===== src/design/lca_pkg.sv =====
// lca_pkg: shared widths, label codes, register indexes and types for the
// labelled centroid accumulator. No dependencies.
package lca_pkg;

    // Field and accumulator widths
    localparam int LABEL_W     = 8;
    localparam int CFG_W       = 12;
    localparam int COUNT_W     = 23;
    localparam int SUM_W       = 33;
    localparam int COORD_W     = 11;
    localparam int NUM_CLASSES = 3;
    localparam int NUM_COORDS  = 2 * NUM_CLASSES;

    // Configuration port
    localparam int APB_ADDR_W = 3;
    localparam int APB_DATA_W = 32;
    localparam logic REG_ACTIVE_COLUMNS = 1'b0;
    localparam logic REG_ACTIVE_ROWS    = 1'b1;
    localparam logic [CFG_W-1:0] ACTIVE_COLUMNS_RESET = 12'd640;
    localparam logic [CFG_W-1:0] ACTIVE_ROWS_RESET    = 12'd480;

    // Label codes, one per class: red, blue, green
    localparam logic [LABEL_W-1:0] LABEL_RED   = 8'd1;
    localparam logic [LABEL_W-1:0] LABEL_BLUE  = 8'd2;
    localparam logic [LABEL_W-1:0] LABEL_GREEN = 8'd3;
    localparam logic [NUM_CLASSES-1:0][LABEL_W-1:0] CLASS_LABEL =
        {LABEL_GREEN, LABEL_BLUE, LABEL_RED};

    // Queue between front and back
    localparam int QUEUE_DEPTH = 2;
    localparam int QPTR_W      = $clog2(QUEUE_DEPTH);

    // Serial divider step counter
    localparam int DIV_CNT_W = $clog2(SUM_W + 1);

    // One queued beat: the label, the frame-end flag and, at frame end,
    // the accumulator snapshot including this pixel
    typedef struct packed {
        logic [LABEL_W-1:0]                  label;
        logic                                frame_end;
        logic [NUM_CLASSES-1:0][COUNT_W-1:0] count;
        logic [NUM_CLASSES-1:0][SUM_W-1:0]   col_sum;
        logic [NUM_CLASSES-1:0][SUM_W-1:0]   row_sum;
    } lca_item_t;

    typedef struct packed {
        logic empty;
        logic full;
    } lca_queue_status_t;

    typedef enum logic {
        BACK_IDLE,
        BACK_DIVIDE
    } lca_back_state_t;

endpackage


===== src/design/labeled_centroid_accumulator.sv =====
// Labelled centroid accumulator top level: configuration registers, front,
// queue and back. Depends on lca_pkg, lca_front, lca_queue, lca_back.
// Path: an ordinary pixel passes through the queue and the output register to the
//   m_ port; the last pixel of a frame also waits for the 33-step bit-serial
//   dividers (six lanes running in parallel). Both assume m_ready high.
// Throughput: one pixel per cycle in a frame while the queue has room; the
//   frame-end beat holds the back part while the dividers run, the 2-deep
//   queue takes two more beats, then s_ready drops. m_ready stalls add directly.
// Reset (aresetn, synchronous, active low): counters and sums clear, counts to
//   one, frame size to 640 x 480, queue and output register empty.
module labeled_centroid_accumulator #(
    parameter int MAX_COLUMNS = 2048,
    parameter int MAX_ROWS    = 2048
) (
    input  logic                              aclk,
    input  logic                              aresetn,
    // Pixel input
    input  logic                              s_valid,
    output logic                              s_ready,
    input  logic [lca_pkg::LABEL_W-1:0]       s_pixel_label,
    // Result output
    output logic                              m_valid,
    input  logic                              m_ready,
    output logic [lca_pkg::LABEL_W-1:0]       m_pixel_out,
    output logic                              m_frame_done,
    output logic [lca_pkg::COORD_W-1:0]       m_red_x,
    output logic [lca_pkg::COORD_W-1:0]       m_red_y,
    output logic [lca_pkg::COORD_W-1:0]       m_blue_x,
    output logic [lca_pkg::COORD_W-1:0]       m_blue_y,
    output logic [lca_pkg::COORD_W-1:0]       m_green_x,
    output logic [lca_pkg::COORD_W-1:0]       m_green_y,
    // Configuration port
    input  logic                              psel,
    input  logic                              penable,
    input  logic                              pwrite,
    input  logic [lca_pkg::APB_ADDR_W-1:0]    paddr,
    input  logic [lca_pkg::APB_DATA_W-1:0]    pwdata,
    output logic [lca_pkg::APB_DATA_W-1:0]    prdata,
    output logic                              pready
);
    import lca_pkg::*;

    logic [CFG_W-1:0]                   active_columns_reg;
    logic [CFG_W-1:0]                   active_rows_reg;
    logic                               cfg_write;
    logic                               push;
    logic                               pop;
    lca_item_t                          push_item;
    lca_item_t                          head;
    lca_queue_status_t                  queue_status;
    logic [NUM_COORDS-1:0][COORD_W-1:0] m_coord;

    // Register block
    assign pready    = 1'b1;
    assign cfg_write = psel && penable && pwrite && pready;

    always_ff @(posedge aclk) begin
        if (!aresetn) begin
            active_columns_reg <= ACTIVE_COLUMNS_RESET;
            active_rows_reg    <= ACTIVE_ROWS_RESET;
        end else if (cfg_write) begin
            case (paddr[2])
                REG_ACTIVE_COLUMNS: active_columns_reg <= pwdata[CFG_W-1:0];
                REG_ACTIVE_ROWS:    active_rows_reg    <= pwdata[CFG_W-1:0];
                default: ;
            endcase
        end
    end

    always_comb begin
        case (paddr[2])
            REG_ACTIVE_COLUMNS: prdata = APB_DATA_W'(active_columns_reg);
            REG_ACTIVE_ROWS:    prdata = APB_DATA_W'(active_rows_reg);
            default:            prdata = '0;
        endcase
    end

    lca_front #(
        .MAX_COLUMNS (MAX_COLUMNS),
        .MAX_ROWS    (MAX_ROWS)
    ) u_front (
        .aclk           (aclk),
        .aresetn        (aresetn),
        .s_valid        (s_valid),
        .s_ready        (s_ready),
        .s_pixel_label  (s_pixel_label),
        .active_columns (active_columns_reg),
        .active_rows    (active_rows_reg),
        .queue_status   (queue_status),
        .push           (push),
        .push_item      (push_item)
    );

    lca_queue u_queue (
        .aclk         (aclk),
        .aresetn      (aresetn),
        .push         (push),
        .push_item    (push_item),
        .pop          (pop),
        .head         (head),
        .queue_status (queue_status)
    );

    lca_back u_back (
        .aclk         (aclk),
        .aresetn      (aresetn),
        .head         (head),
        .queue_status (queue_status),
        .pop          (pop),
        .m_valid      (m_valid),
        .m_ready      (m_ready),
        .m_pixel_out  (m_pixel_out),
        .m_frame_done (m_frame_done),
        .m_coord      (m_coord)
    );

    // Centroid lanes: x and y per class, red then blue then green
    assign m_red_x   = m_coord[0];
    assign m_red_y   = m_coord[1];
    assign m_blue_x  = m_coord[2];
    assign m_blue_y  = m_coord[3];
    assign m_green_x = m_coord[4];
    assign m_green_y = m_coord[5];

endmodule


===== src/design/lca_front.sv =====
// lca_front: raster position counters and per-class accumulators.
// Depends on lca_pkg; feeds lca_queue.
module lca_front #(
    parameter int MAX_COLUMNS = 2048,
    parameter int MAX_ROWS    = 2048
) (
    input  logic                               aclk,
    input  logic                               aresetn,
    input  logic                               s_valid,
    output logic                               s_ready,
    input  logic [lca_pkg::LABEL_W-1:0]        s_pixel_label,
    input  logic [lca_pkg::CFG_W-1:0]          active_columns,
    input  logic [lca_pkg::CFG_W-1:0]          active_rows,
    input  lca_pkg::lca_queue_status_t         queue_status,
    output logic                               push,
    output lca_pkg::lca_item_t                 push_item
);
    import lca_pkg::*;

    localparam int COL_W = $clog2(MAX_COLUMNS);
    localparam int ROW_W = $clog2(MAX_ROWS);
    localparam logic [CFG_W:0] MAX_COL_EXT = (CFG_W+1)'(MAX_COLUMNS);
    localparam logic [CFG_W:0] MAX_ROW_EXT = (CFG_W+1)'(MAX_ROWS);

    logic [COL_W-1:0] col_reg;
    logic [ROW_W-1:0] row_reg;
    logic [COL_W-1:0] last_col;
    logic [ROW_W-1:0] last_row;
    logic             end_row;
    logic             end_frame;
    logic             accept;
    logic [NUM_CLASSES-1:0]              hit;
    logic [NUM_CLASSES-1:0][COUNT_W-1:0] count_reg, count_next;
    logic [NUM_CLASSES-1:0][SUM_W-1:0]   col_sum_reg, col_sum_next;
    logic [NUM_CLASSES-1:0][SUM_W-1:0]   row_sum_reg, row_sum_next;

    assign s_ready = !queue_status.full;
    assign accept  = s_valid && s_ready;

    // Last position: zero size counts as one, oversize saturates
    always_comb begin
        if (active_columns == '0) begin
            last_col = '0;
        end else if ({1'b0, active_columns} > MAX_COL_EXT) begin
            last_col = COL_W'(MAX_COLUMNS - 1);
        end else begin
            last_col = COL_W'(active_columns - 1'b1);
        end
        if (active_rows == '0) begin
            last_row = '0;
        end else if ({1'b0, active_rows} > MAX_ROW_EXT) begin
            last_row = ROW_W'(MAX_ROWS - 1);
        end else begin
            last_row = ROW_W'(active_rows - 1'b1);
        end
    end

    // A counter at or past the last position ends the row or frame
    assign end_row   = col_reg >= last_col;
    assign end_frame = end_row && (row_reg >= last_row);

    // Accumulator update for this pixel (wraps at register width)
    always_comb begin
        for (int k = 0; k < NUM_CLASSES; k++) begin
            hit[k] = s_pixel_label == CLASS_LABEL[k];
            if (hit[k]) begin
                count_next[k]   = count_reg[k] + COUNT_W'(1);
                col_sum_next[k] = col_sum_reg[k] + SUM_W'(col_reg);
                row_sum_next[k] = row_sum_reg[k] + SUM_W'(row_reg);
            end else begin
                count_next[k]   = count_reg[k];
                col_sum_next[k] = col_sum_reg[k];
                row_sum_next[k] = row_sum_reg[k];
            end
        end
    end

    assign push                = accept;
    assign push_item.label     = s_pixel_label;
    assign push_item.frame_end = end_frame;
    assign push_item.count     = count_next;
    assign push_item.col_sum   = col_sum_next;
    assign push_item.row_sum   = row_sum_next;

    // Position counters and accumulators
    always_ff @(posedge aclk) begin
        if (!aresetn) begin
            col_reg <= '0;
            row_reg <= '0;
            for (int k = 0; k < NUM_CLASSES; k++) begin
                count_reg[k]   <= COUNT_W'(1);
                col_sum_reg[k] <= '0;
                row_sum_reg[k] <= '0;
            end
        end else if (accept) begin
            if (end_frame) begin
                col_reg <= '0;
                row_reg <= '0;
                for (int k = 0; k < NUM_CLASSES; k++) begin
                    count_reg[k]   <= COUNT_W'(1);
                    col_sum_reg[k] <= '0;
                    row_sum_reg[k] <= '0;
                end
            end else begin
                count_reg   <= count_next;
                col_sum_reg <= col_sum_next;
                row_sum_reg <= row_sum_next;
                if (end_row) begin
                    col_reg <= '0;
                    row_reg <= row_reg + ROW_W'(1);
                end else begin
                    col_reg <= col_reg + COL_W'(1);
                end
            end
        end
    end

endmodule


===== src/design/lca_queue.sv =====
// lca_queue: short flop-based queue of beats between front and back.
// Depends on lca_pkg.
module lca_queue (
    input  logic                       aclk,
    input  logic                       aresetn,
    input  logic                       push,
    input  lca_pkg::lca_item_t         push_item,
    input  logic                       pop,
    output lca_pkg::lca_item_t         head,
    output lca_pkg::lca_queue_status_t queue_status
);
    import lca_pkg::*;

    lca_item_t         entry_reg [QUEUE_DEPTH];
    logic [QPTR_W-1:0] wr_ptr_reg;
    logic [QPTR_W-1:0] rd_ptr_reg;
    logic [QPTR_W:0]   fill_reg;

    assign head               = entry_reg[rd_ptr_reg];
    assign queue_status.empty = fill_reg == '0;
    assign queue_status.full  = fill_reg == (QPTR_W+1)'(QUEUE_DEPTH);

    // Storage
    always_ff @(posedge aclk) begin
        if (push) begin
            entry_reg[wr_ptr_reg] <= push_item;
        end
    end

    // Pointers and fill level
    always_ff @(posedge aclk) begin
        if (!aresetn) begin
            wr_ptr_reg <= '0;
            rd_ptr_reg <= '0;
            fill_reg   <= '0;
        end else begin
            if (push) begin
                wr_ptr_reg <= (wr_ptr_reg == QPTR_W'(QUEUE_DEPTH - 1)) ? '0
                                                                        : wr_ptr_reg + 1'b1;
            end
            if (pop) begin
                rd_ptr_reg <= (rd_ptr_reg == QPTR_W'(QUEUE_DEPTH - 1)) ? '0
                                                                        : rd_ptr_reg + 1'b1;
            end
            if (push && !pop) begin
                fill_reg <= fill_reg + 1'b1;
            end else if (pop && !push) begin
                fill_reg <= fill_reg - 1'b1;
            end
        end
    end

    a_no_overflow: assert property (@(posedge aclk) disable iff (!aresetn)
        queue_status.full |-> !push)
        else $error("queue written while full");

    a_no_underflow: assert property (@(posedge aclk) disable iff (!aresetn)
        queue_status.empty |-> !pop)
        else $error("queue read while empty");

endmodule


===== src/design/lca_div.sv =====
// lca_div: restoring divider, one quotient bit per cycle, sum / count.
// Depends on lca_pkg; a zero divisor gives a zero quotient.
module lca_div (
    input  logic                          aclk,
    input  logic                          aresetn,
    input  logic                          start,
    input  logic [lca_pkg::SUM_W-1:0]     dividend,
    input  logic [lca_pkg::COUNT_W-1:0]   divisor,
    output logic                          busy,
    output logic [lca_pkg::COORD_W-1:0]   quotient
);
    import lca_pkg::*;

    logic                 busy_reg;
    logic [DIV_CNT_W-1:0] cnt_reg;
    logic [SUM_W-1:0]     quo_reg;
    logic [COUNT_W-1:0]   rem_reg;
    logic [COUNT_W-1:0]   den_reg;
    logic                 den_zero_reg;
    logic [COUNT_W:0]     trial;
    logic                 fits;
    logic [COUNT_W-1:0]   rem_next;

    // One restoring step: shift in next dividend bit, subtract if it fits
    assign trial    = {rem_reg, quo_reg[SUM_W-1]};
    assign fits     = trial >= {1'b0, den_reg};
    assign rem_next = fits ? COUNT_W'(trial - {1'b0, den_reg}) : trial[COUNT_W-1:0];

    assign busy     = busy_reg;
    assign quotient = den_zero_reg ? '0 : quo_reg[COORD_W-1:0];

    // Step control
    always_ff @(posedge aclk) begin
        if (!aresetn) begin
            busy_reg <= 1'b0;
            cnt_reg  <= '0;
        end else if (start) begin
            busy_reg <= 1'b1;
            cnt_reg  <= DIV_CNT_W'(SUM_W);
        end else if (busy_reg) begin
            busy_reg <= cnt_reg != DIV_CNT_W'(1);
            cnt_reg  <= cnt_reg - 1'b1;
        end
    end

    // Datapath: dividend register fills with quotient bits from the bottom
    always_ff @(posedge aclk) begin
        if (start) begin
            quo_reg      <= dividend;
            rem_reg      <= '0;
            den_reg      <= divisor;
            den_zero_reg <= divisor == '0;
        end else if (busy_reg) begin
            quo_reg <= {quo_reg[SUM_W-2:0], fits};
            rem_reg <= rem_next;
        end
    end

endmodule


===== src/design/lca_back.sv =====
// lca_back: drains the queue, runs the per-class dividers at frame end and
// holds the output register. Depends on lca_pkg and lca_div.
module lca_back (
    input  logic                                             aclk,
    input  logic                                             aresetn,
    input  lca_pkg::lca_item_t                               head,
    input  lca_pkg::lca_queue_status_t                       queue_status,
    output logic                                             pop,
    output logic                                             m_valid,
    input  logic                                             m_ready,
    output logic [lca_pkg::LABEL_W-1:0]                      m_pixel_out,
    output logic                                             m_frame_done,
    output logic [lca_pkg::NUM_COORDS-1:0][lca_pkg::COORD_W-1:0] m_coord
);
    import lca_pkg::*;

    lca_back_state_t state_reg, state_next;
    logic                                m_valid_reg;
    logic [LABEL_W-1:0]                  m_pixel_reg;
    logic                                m_frame_done_reg;
    logic [NUM_COORDS-1:0][COORD_W-1:0]  m_coord_reg;
    logic [LABEL_W-1:0]                  label_hold_reg;
    logic                                out_free;
    logic                                div_start;
    logic                                load_pixel;
    logic                                load_result;
    logic [NUM_COORDS-1:0]               div_busy;
    logic [NUM_COORDS-1:0][COORD_W-1:0]  div_q;

    // Two dividers per class: x from column sum, y from row sum
    for (genvar k = 0; k < NUM_CLASSES; k++) begin : g_class
        lca_div u_div_x (
            .aclk     (aclk),
            .aresetn  (aresetn),
            .start    (div_start),
            .dividend (head.col_sum[k]),
            .divisor  (head.count[k]),
            .busy     (div_busy[2*k]),
            .quotient (div_q[2*k])
        );
        lca_div u_div_y (
            .aclk     (aclk),
            .aresetn  (aresetn),
            .start    (div_start),
            .dividend (head.row_sum[k]),
            .divisor  (head.count[k]),
            .busy     (div_busy[2*k+1]),
            .quotient (div_q[2*k+1])
        );
    end

    assign out_free = !m_valid_reg || m_ready;

    // State register
    always_ff @(posedge aclk) begin
        if (!aresetn) begin
            state_reg <= BACK_IDLE;
        end else begin
            state_reg <= state_next;
        end
    end

    // Next state and control
    always_comb begin
        state_next  = state_reg;
        pop         = 1'b0;
        div_start   = 1'b0;
        load_pixel  = 1'b0;
        load_result = 1'b0;
        case (state_reg)
            BACK_IDLE: begin
                if (!queue_status.empty) begin
                    if (!head.frame_end) begin
                        if (out_free) begin
                            pop        = 1'b1;
                            load_pixel = 1'b1;
                        end
                    end else begin
                        pop        = 1'b1;
                        div_start  = 1'b1;
                        state_next = BACK_DIVIDE;
                    end
                end
            end
            BACK_DIVIDE: begin
                if (div_busy == '0 && out_free) begin
                    load_result = 1'b1;
                    state_next  = BACK_IDLE;
                end
            end
            default: begin
                state_next = BACK_IDLE;
            end
        endcase
    end

    // Output register
    always_ff @(posedge aclk) begin
        if (!aresetn) begin
            m_valid_reg <= 1'b0;
        end else if (load_pixel || load_result) begin
            m_valid_reg <= 1'b1;
        end else if (m_ready) begin
            m_valid_reg <= 1'b0;
        end
    end

    always_ff @(posedge aclk) begin
        if (div_start) begin
            label_hold_reg <= head.label;
        end
        if (load_pixel) begin
            m_pixel_reg      <= head.label;
            m_frame_done_reg <= 1'b0;
            m_coord_reg      <= '0;
        end else if (load_result) begin
            m_pixel_reg      <= label_hold_reg;
            m_frame_done_reg <= 1'b1;
            m_coord_reg      <= div_q;
        end
    end

    assign m_valid      = m_valid_reg;
    assign m_pixel_out  = m_pixel_reg;
    assign m_frame_done = m_frame_done_reg;
    assign m_coord      = m_coord_reg;

    a_hold_queue_while_dividing: assert property (@(posedge aclk) disable iff (!aresetn)
        state_reg == BACK_DIVIDE |-> !pop)
        else $error("queue popped while dividers run");

    a_dividers_start_together: assert property (@(posedge aclk) disable iff (!aresetn)
        div_start |=> &div_busy)
        else $error("divider lanes not all busy after start");

    a_result_after_divide: assert property (@(posedge aclk) disable iff (!aresetn)
        load_result |-> div_busy == '0)
        else $error("centroid loaded before division finished");

    a_coords_zero_off_frame_end: assert property (@(posedge aclk) disable iff (!aresetn)
        m_valid_reg && !m_frame_done_reg |-> m_coord_reg == '0)
        else $error("centroid fields non-zero on ordinary pixel");

endmodule


===== config.mk =====
export PLATFORM = sky130hd
export DESIGN_NAME = labeled_centroid_accumulator
export DESIGN_NICKNAME = d
export VERILOG_FILES = /design/src/design/lca_pkg.sv /design/src/design/labeled_centroid_accumulator.sv /design/src/design/lca_front.sv /design/src/design/lca_queue.sv /design/src/design/lca_div.sv /design/src/design/lca_back.sv
export SDC_FILE = /design/constraint.sdc
export NUM_CORES = 2
export LEC_CHECK = 0
export BUFFER_PORTS_ARGS = -buffer_cell sky130_fd_sc_hd__buf_2
export CAP_MARGIN = 5
export CORE_MARGIN = 2
export CORE_UTILIZATION = 54
export DETAILED_ROUTE_END_ITERATION = 10
export PLACE_DENSITY_LB_ADDON = 0.08
export REMOVE_ABC_BUFFERS = 1
export SLEW_MARGIN = 20
export SYNTH_ARGS = -nofsm -noshare
export SYNTH_HDL_FRONTEND = slang
export SYNTH_SLANG_ARGS = --single-unit

===== constraint.sdc =====
create_clock -name aclk -period 26.8 [get_ports aclk]
set_input_delay 1.34 -clock aclk [delete_from_list [all_inputs] [get_ports aclk]]
set_output_delay 1.34 -clock aclk [all_outputs]
set_load 0.005 [all_outputs]

# --- After elaboration in Yosys (flattened, before gate mapping) ---
# Memory sizes are Yosys's and may differ from the RTL's. A register that Yosys moved wholly into a read port is not among the register bits.
# Index checks and enable logic that the tools add are counted.
totals:
  n_memories: 1
  wordCells: 245
  in_bits: 50
  out_inout_bits: 110
  mem_bits_rw: 552
  register_bits: 852
op_classes:
  muxes: 95
  bitwise: 3
  add_sub_neg: 29
  magnitude_cmp: 10
  n_reduce_logical: 34
  n_eq_ne: 10
mem_list:
  columns: ["memory", "words", "width", "rd", "rd_clocked_by_memory_dff", "write_ports", "line", "source"]
  rows:
  - ["u_queue.entry_reg", 2, 276, 1, 1, 1, "lca_queue.sv:14", "lca_item_t entry_reg [QUEUE_DEPTH];"]
ops:
  columns: ["cell", "count"]
  rows:
  - ["two-way mux 33 bit", 18]
  - ["two-way mux 23 bit", 9]
  - ["adder 33 x 11 -> 33 bit", 6]
  - ["two-way mux 99 bit", 2]
  - ["two-way mux 11 bit", 14]
  - ["greater-or-equal comparator 24 x 23 -> 1 bit", 6]
  - ["subtractor 23 bit", 6]
  - ["two-way mux 6 bit", 12]
  - ["adder 23 x 1 -> 23 bit, second input constant", 3]
  - ["zero test 23 bit", 3]
  - ["two-way mux 69 bit", 1]
  - ["one-hot mux 32 bit (2 select lines)", 1]
  - ["!= test 6 x 1 -> 1 bit, second input constant", 6]
  - ["subtractor 6 x 1 -> 6 bit, second input constant", 6]
  - ["two-way mux 1 bit", 33]
  - ["greater-than comparator 12 bit, second input constant", 2]
  - ["zero test 12 bit", 2]
  - ["adder 11 x 1 -> 11 bit, second input constant", 2]
  - ["greater-or-equal comparator 11 bit", 2]
  - ["subtractor 11 x 1 -> 11 bit, second input constant", 2]
  - ["nonzero test 2 bit", 10]
  - ["equality test 8 x 2 -> 1 bit, second input constant", 2]
  - ["two-way mux 8 bit", 2]
  - ["equality test 8 x 1 -> 1 bit, second input constant", 1]
  - ["other kinds (14)", 30]

# --- Logic depth before layout (Yosys ltp) ---
depth:
  ltp_word: 9
  depth_mapped: 21

# --- Cells and area by module ---
# From an unflattened synthesis, not the netlist that was laid out.
hier_totals:
  cells_unflattened: 6864
  hier_area_um2: 75835.2
by_module_without_submodules:
  columns: ["module", "instances", "area_each_um2", "cells_per_inst"]
  rows:
  - ["lca_queue", 1, 21131.5, 881]
  - ["lca_front", 1, 20230.7, 2668]
  - ["lca_div (u_back.g_class[0].u_div_x ...)", 4, 4944.7, 478]
  - ["lca_div (u_back.g_class[2].u_div_y)", 1, 4880.9, 475]
  - ["lca_div (u_back.g_class[1].u_div_y)", 1, 4855.9, 449]
  - ["lca_back", 1, 3692.3, 345]
  - ["labeled_centroid_accumulator", 1, 1265.0, 134]

# --- Least setup slack after synthesis ---
# No wires, ideal clock.
synth_timing:
  path_type: "input-to-reg"
  startpoint: "in s_valid"
  endpoint: "mem u_queue.entry_reg[0][0] (netlist name), enable pin"
  setup_time_ps: 920
  path_buffers: 3
  path_stages: 5
  t_arrival_ps: 13489
  slack_ps: 12391
  cell_sequence: "nand2_1 -> clkbuf_1 -> clkbuf_1 -> clkbuf_1 -> nor2_1"
synth_between:
  elab_chain_len: 3
synth_lines:
  columns: ["element", "line", "source"]
  rows:
  - ["start, declared", "labeled_centroid_accumulator.sv:18", "input logic s_valid,"]
  - ["logical AND 1 bit", "lca_front.sv:38", "assign accept = s_valid && s_ready;"]
  - ["two-way mux 1 bit", "lca_queue.sv:25", "if (push) begin"]
  - ["two-way mux 1 bit (implied by the code)", "lca_queue.sv:26", "entry_reg[wr_ptr_reg] <= push_item;"]
  - ["end, declared", "lca_queue.sv:14", null]
# No other way between the ends.

# --- Worst setup path after layout ---
layout_timing:
  startpoint: "reg active_rows_reg[3]"
  endpoint: "reg u_front.count_reg[43] (netlist name)"
layout_between:
  elab_chain_len: 6
  elab_cells_between_ends: 8
layout_lines:
  columns: ["element", "line", "source"]
  rows:
  - ["start, declared", "labeled_centroid_accumulator.sv:44", "logic [CFG_W-1:0] active_rows_reg;"]
  - ["start signal, assigned", "labeled_centroid_accumulator.sv:64", "REG_ACTIVE_ROWS: active_rows_reg <= pwdata[CFG_W-1:0];"]
  - ["subtractor 11 x 1 -> 11 bit or greater-than comparator 12 bit (tied branches)", "lca_front.sv:54, lca_front.sv:51", null]
  - ["two-way mux 11 bit", "lca_front.sv:51", "end else if ({1'b0, active_rows} > MAX_ROW_EXT) begin"]
  - ["two-way mux 11 bit (*)", "lca_front.sv:49", "if (active_rows == '0) begin"]
  - ["greater-or-equal comparator 11 bit (*)", "lca_front.sv:60", "assign end_frame = end_row && (row_reg >= last_row);"]
  - ["logical AND 1 bit (*)", "lca_front.sv:60", null]
  - ["two-way mux 69 bit (*)", "lca_front.sv:96", "if (end_frame) begin"]
  - ["end signal, assigned", "lca_front.sv:105", "count_reg <= count_next;"]
  - ["end, declared", "lca_front.sv:33", "logic [NUM_CLASSES-1:0][COUNT_W-1:0] count_reg, count_next;"]
# Every way passes the cells marked *; elsewhere a longest branch is shown, timed or not.
# A chain may end at the register's enable or synchronous reset.

==> run_results.csv <==
group,metric,value,unit
global_routing,overflow,0,
clock_tree,cts_root_buffer,"clkbuf_16",
clock_tree,cts_resized,0,
clock_tree,cts_setup_buffers,0,
power_and_ir_drop,powerDensity,105,nW/um^2
placement,dpl.hpwl,102000,um
logic_synthesis,syn_avg_cell_area,10.6,um^2
sta,period_minus_slack,6.59,ns
sta,timing.hold.ws,0.451,ns
sta,finalSetupViolCount,0,
logic_synthesis,ys_seq_area_share,53.9,%
logic_synthesis,syn_area,67800,um^2
hold_path,hold_class,"register to register",
power_and_ir_drop,peakVddDrop,69.2,uV
logic_synthesis,yosysWarningCount,0,
cells_and_area,drive_gt1_share,8.84,%
clock_tree,clkSinkCount,1405,
sta,fin_skew,0.0339,ns
cells_and_area,largest_reg_flops,552,
global_routing,track_usage,24.9,%
run_status,status,"completed",
drt,drt-total-wl,160000,um
placement,gp_congestion,0.854,
setup_path,cp_max_fo,31,
setup_path,r2r_slack,20.21,ns
drt,drc,0,
drt,avgViaCountPerCell,5.85,
setup_path,end_kind,"register",
cells_and_area,finish.instance_area,74900,um^2
cells_and_area,fillers,10224,
clock_tree,insertion_delay,0.77,ns
drt,wl_per_cell,19.6,um
setup_path,worstSetupStartpoint,"active_rows_reg[3]",
sta,slew_viol_final,0,
setup_path,required,27.39,ns
setup_path,cp.arrival,7.18,ns
cells_and_area,syn_to_final_growth,10.5,%
clock_tree,path_clk_slew,0.06,ns
global_routing,grt_max_degree,164,
sta,hold_viol,0,
floorplan,die_h,358,um
clock_tree,numCtsBuffers,149,
drt,ant_nets,0,
power_and_ir_drop,power,7850,uW
floorplan,io_pins,160,
power_and_ir_drop,p_leak,0.0288,uW
clock_tree,cts_max_path_buffers,3,
cells_and_area,final_cells,8173,
logic_synthesis,ys_seq_elements,1405,
sta,rsz0062_at_grt,"false",
cells_and_area,nets,6720,
placement,dp.cells,7898,
drt,via_count,47845,
setup_path,r2r_end,"u_front.count_reg[43]",
drt,first_iter_violations,3655,
job,drv_cap,0,
global_routing,antenna_found_initial,8,
floorplan,dieArea,128000,um^2
logic_synthesis,synth.distinct_cells,91,
setup_path,reg2regPathDepth,20,
setup_path,start_kind,"register",
floorplan,row_count,129,
floorplan,coreArea,124000,um^2
clock_tree,h-tree-depth,4,
global_routing,grt_pass1_vias,45909,
sta,relSlewSlack,23.3,%
clock_tree,tritoncts,"done",
setup_path,critPathKind,"register to register",
logic_synthesis,synthFlopType,"edfxtp_1",
placement,io_buffers,116,
setup_path,reg2reg_from,"active_rows_reg[3]",
global_routing,grt_pass1_wl,252000,um
sta,max_freq,0.152,GHz
logic_synthesis,synth_edf_count,838,
sta,max_slew.worst_pin.slew,1.14,ns
logic_synthesis,synthCells,6408,
placement,place_area,69800,um^2
logic_synthesis,async_flop_share,0,%
sta,finalSetupTns,0,ns
sta,timing.final.crit_share,24.6,%
floorplan,dieWidth,358,um
setup_path,crit_path_end,"u_front.count_reg[43]",
floorplan,start_util,54.6,%
clock_tree,holdBufCountCts,0,
drt,dr.pass1.iters,6,
## layout by cell type, fill, tap and decap left out, types with 21 or more instances in the layout
master and instances:
a211oi_1 65, a21o_1 114, a21oi_1 446, a22o_1 90
a22oi_1 54, a31oi_1 83, and2_1 24, and3_1 76
buf_2 116, buf_4 66, clkbuf_1 37, clkbuf_16 156
conb_1 21, dfxtp_1 563, edfxtp_1 838, ha_1 246
inv_1 161, mux2_2 101, mux2i_1 266, nand2_1 686
nand2b_1 50, nand3_1 134, nand4_1 51, nor2_1 424
nor2b_1 45, nor3_1 83, nor4_1 42, o21a_1 35
o21ai_0 533, o21ai_1 33, o31ai_1 50, or3_1 58
xnor2_1 239, xor2_1 168
## cells by family (layout without fill, tap and decap cells)
kind of cell | after synthesis | count (layout) | share of synthesized area, %
xor gates and xnor gates | 407 | 407 | 5.26
muxes | 367 | 367 | 5.61
DFF | 1405 | 1405 | 53.9
adders and majority gates | 258 | 258 | 4.90
AOI/OAI and AO/OA | 1660 | 1660 | 15.0
other | 2 | 22 | 0.0111
and+or+nand+nor | 1791 | 1791 | 12.3
buffers and inverters | 518 | 626 | 3.07
## synth_stat cells (all sizes together), types with 101 or more instances
cell type	count	area share [%]
edfxtp	838	37
nand3	136	1.0
a21o	114	1.3
inv	166	0.92
mux2i	266	3.9
dfxtp	567	17
ha	246	4.5
xor2	168	2.2
nor2	431	2.4
nand2	691	3.8
a21oi	447	3.3
xnor2	239	3.1
clkbuf	263	1.5
o21ai	569	4.2
mux2	101	1.7
## power breakdown
part	switching (uW)	internal, uW
Clock	852	1300
Sequential	227	2890
Combinational	1590	985
Total	2670	5180
## through the flow
| step | setup slack [ns] | util (%) |
|---|---|---|
| global route | 19.84 | 60.3 |
| floorplan | 7.75 | - |
| detailed placement | 20.32 | 56.2 |
| finish | 20.21 | 60.3 |
| global placement | 20.48 | 56.2 |
| CTS | 20.27 | 60.3 |
## worst min path at each step
stage / start / to / slack (ns) / cells past startpoint
after floorplan: u_front.col_sum_reg[61] / u_front.col_sum_reg[61] / 0.44 / 1
after global placement: u_back.m_frame_done / u_back.m_frame_done / 0.43 / 2
after detailed placement: u_back.m_frame_done / u_back.m_frame_done / 0.45 / 2
after CTS: u_back.m_frame_done / u_back.m_frame_done / 0.45 / 2
after global routing: u_front.row_sum_reg[65] / u_front.row_sum_reg[65] / 0.49 / 2
final: u_back.m_frame_done / u_back.m_frame_done / 0.45 / 2
## worst max-delay path: stages (launching register included)
cell and delay, ns:
dfxtp_1 0.37, or3_1 0.45, or4_1 0.54, or3_1 0.37
nor2_1 0.31, nand2_1 0.18, a22o_1 0.26, a21oi_1 0.13
ha_1 0.16, a21oi_1 0.05, o21ai_0 0.28, a31oi_1 0.09
nor4_1 0.61, nand2_2 0.54, buf_4 0.42, inv_2 0.12
buf_4 0.49, buf_4 0.54, o21ai_0 0.17, a21oi_1 0.17
nor2_1 0.05
## area by class of cell
class,count,area [um^2],area share (%)
Tap cell,1637,2050,2.74
Timing Repair Buffer,185,1140,1.52
Sequential cell,1405,36500,48.8
Inverter,167,637,0.850
Multi-Input combinational cell,4504,29400,39.3
Antenna cell,1,2.50,0.00334
Clock inverter,64,836,1.12
Clock buffer,210,4280,5.71
## layer usage
| layer | track usage (%) | vias to the layer above | wire length, um |
|---|---|---|---|
| li1 | - | 23412 | - |
| met1 | 34.2 | 23075 | 72900 |
| met2 | 41.1 | 1123 | 74700 |
| met3 | 3.65 | 235 | 8980 |
| met4 | 6.88 | 0 | 3440 |
| met5 | 0 | - | 0 |
(Power assumes the default switching activity.)
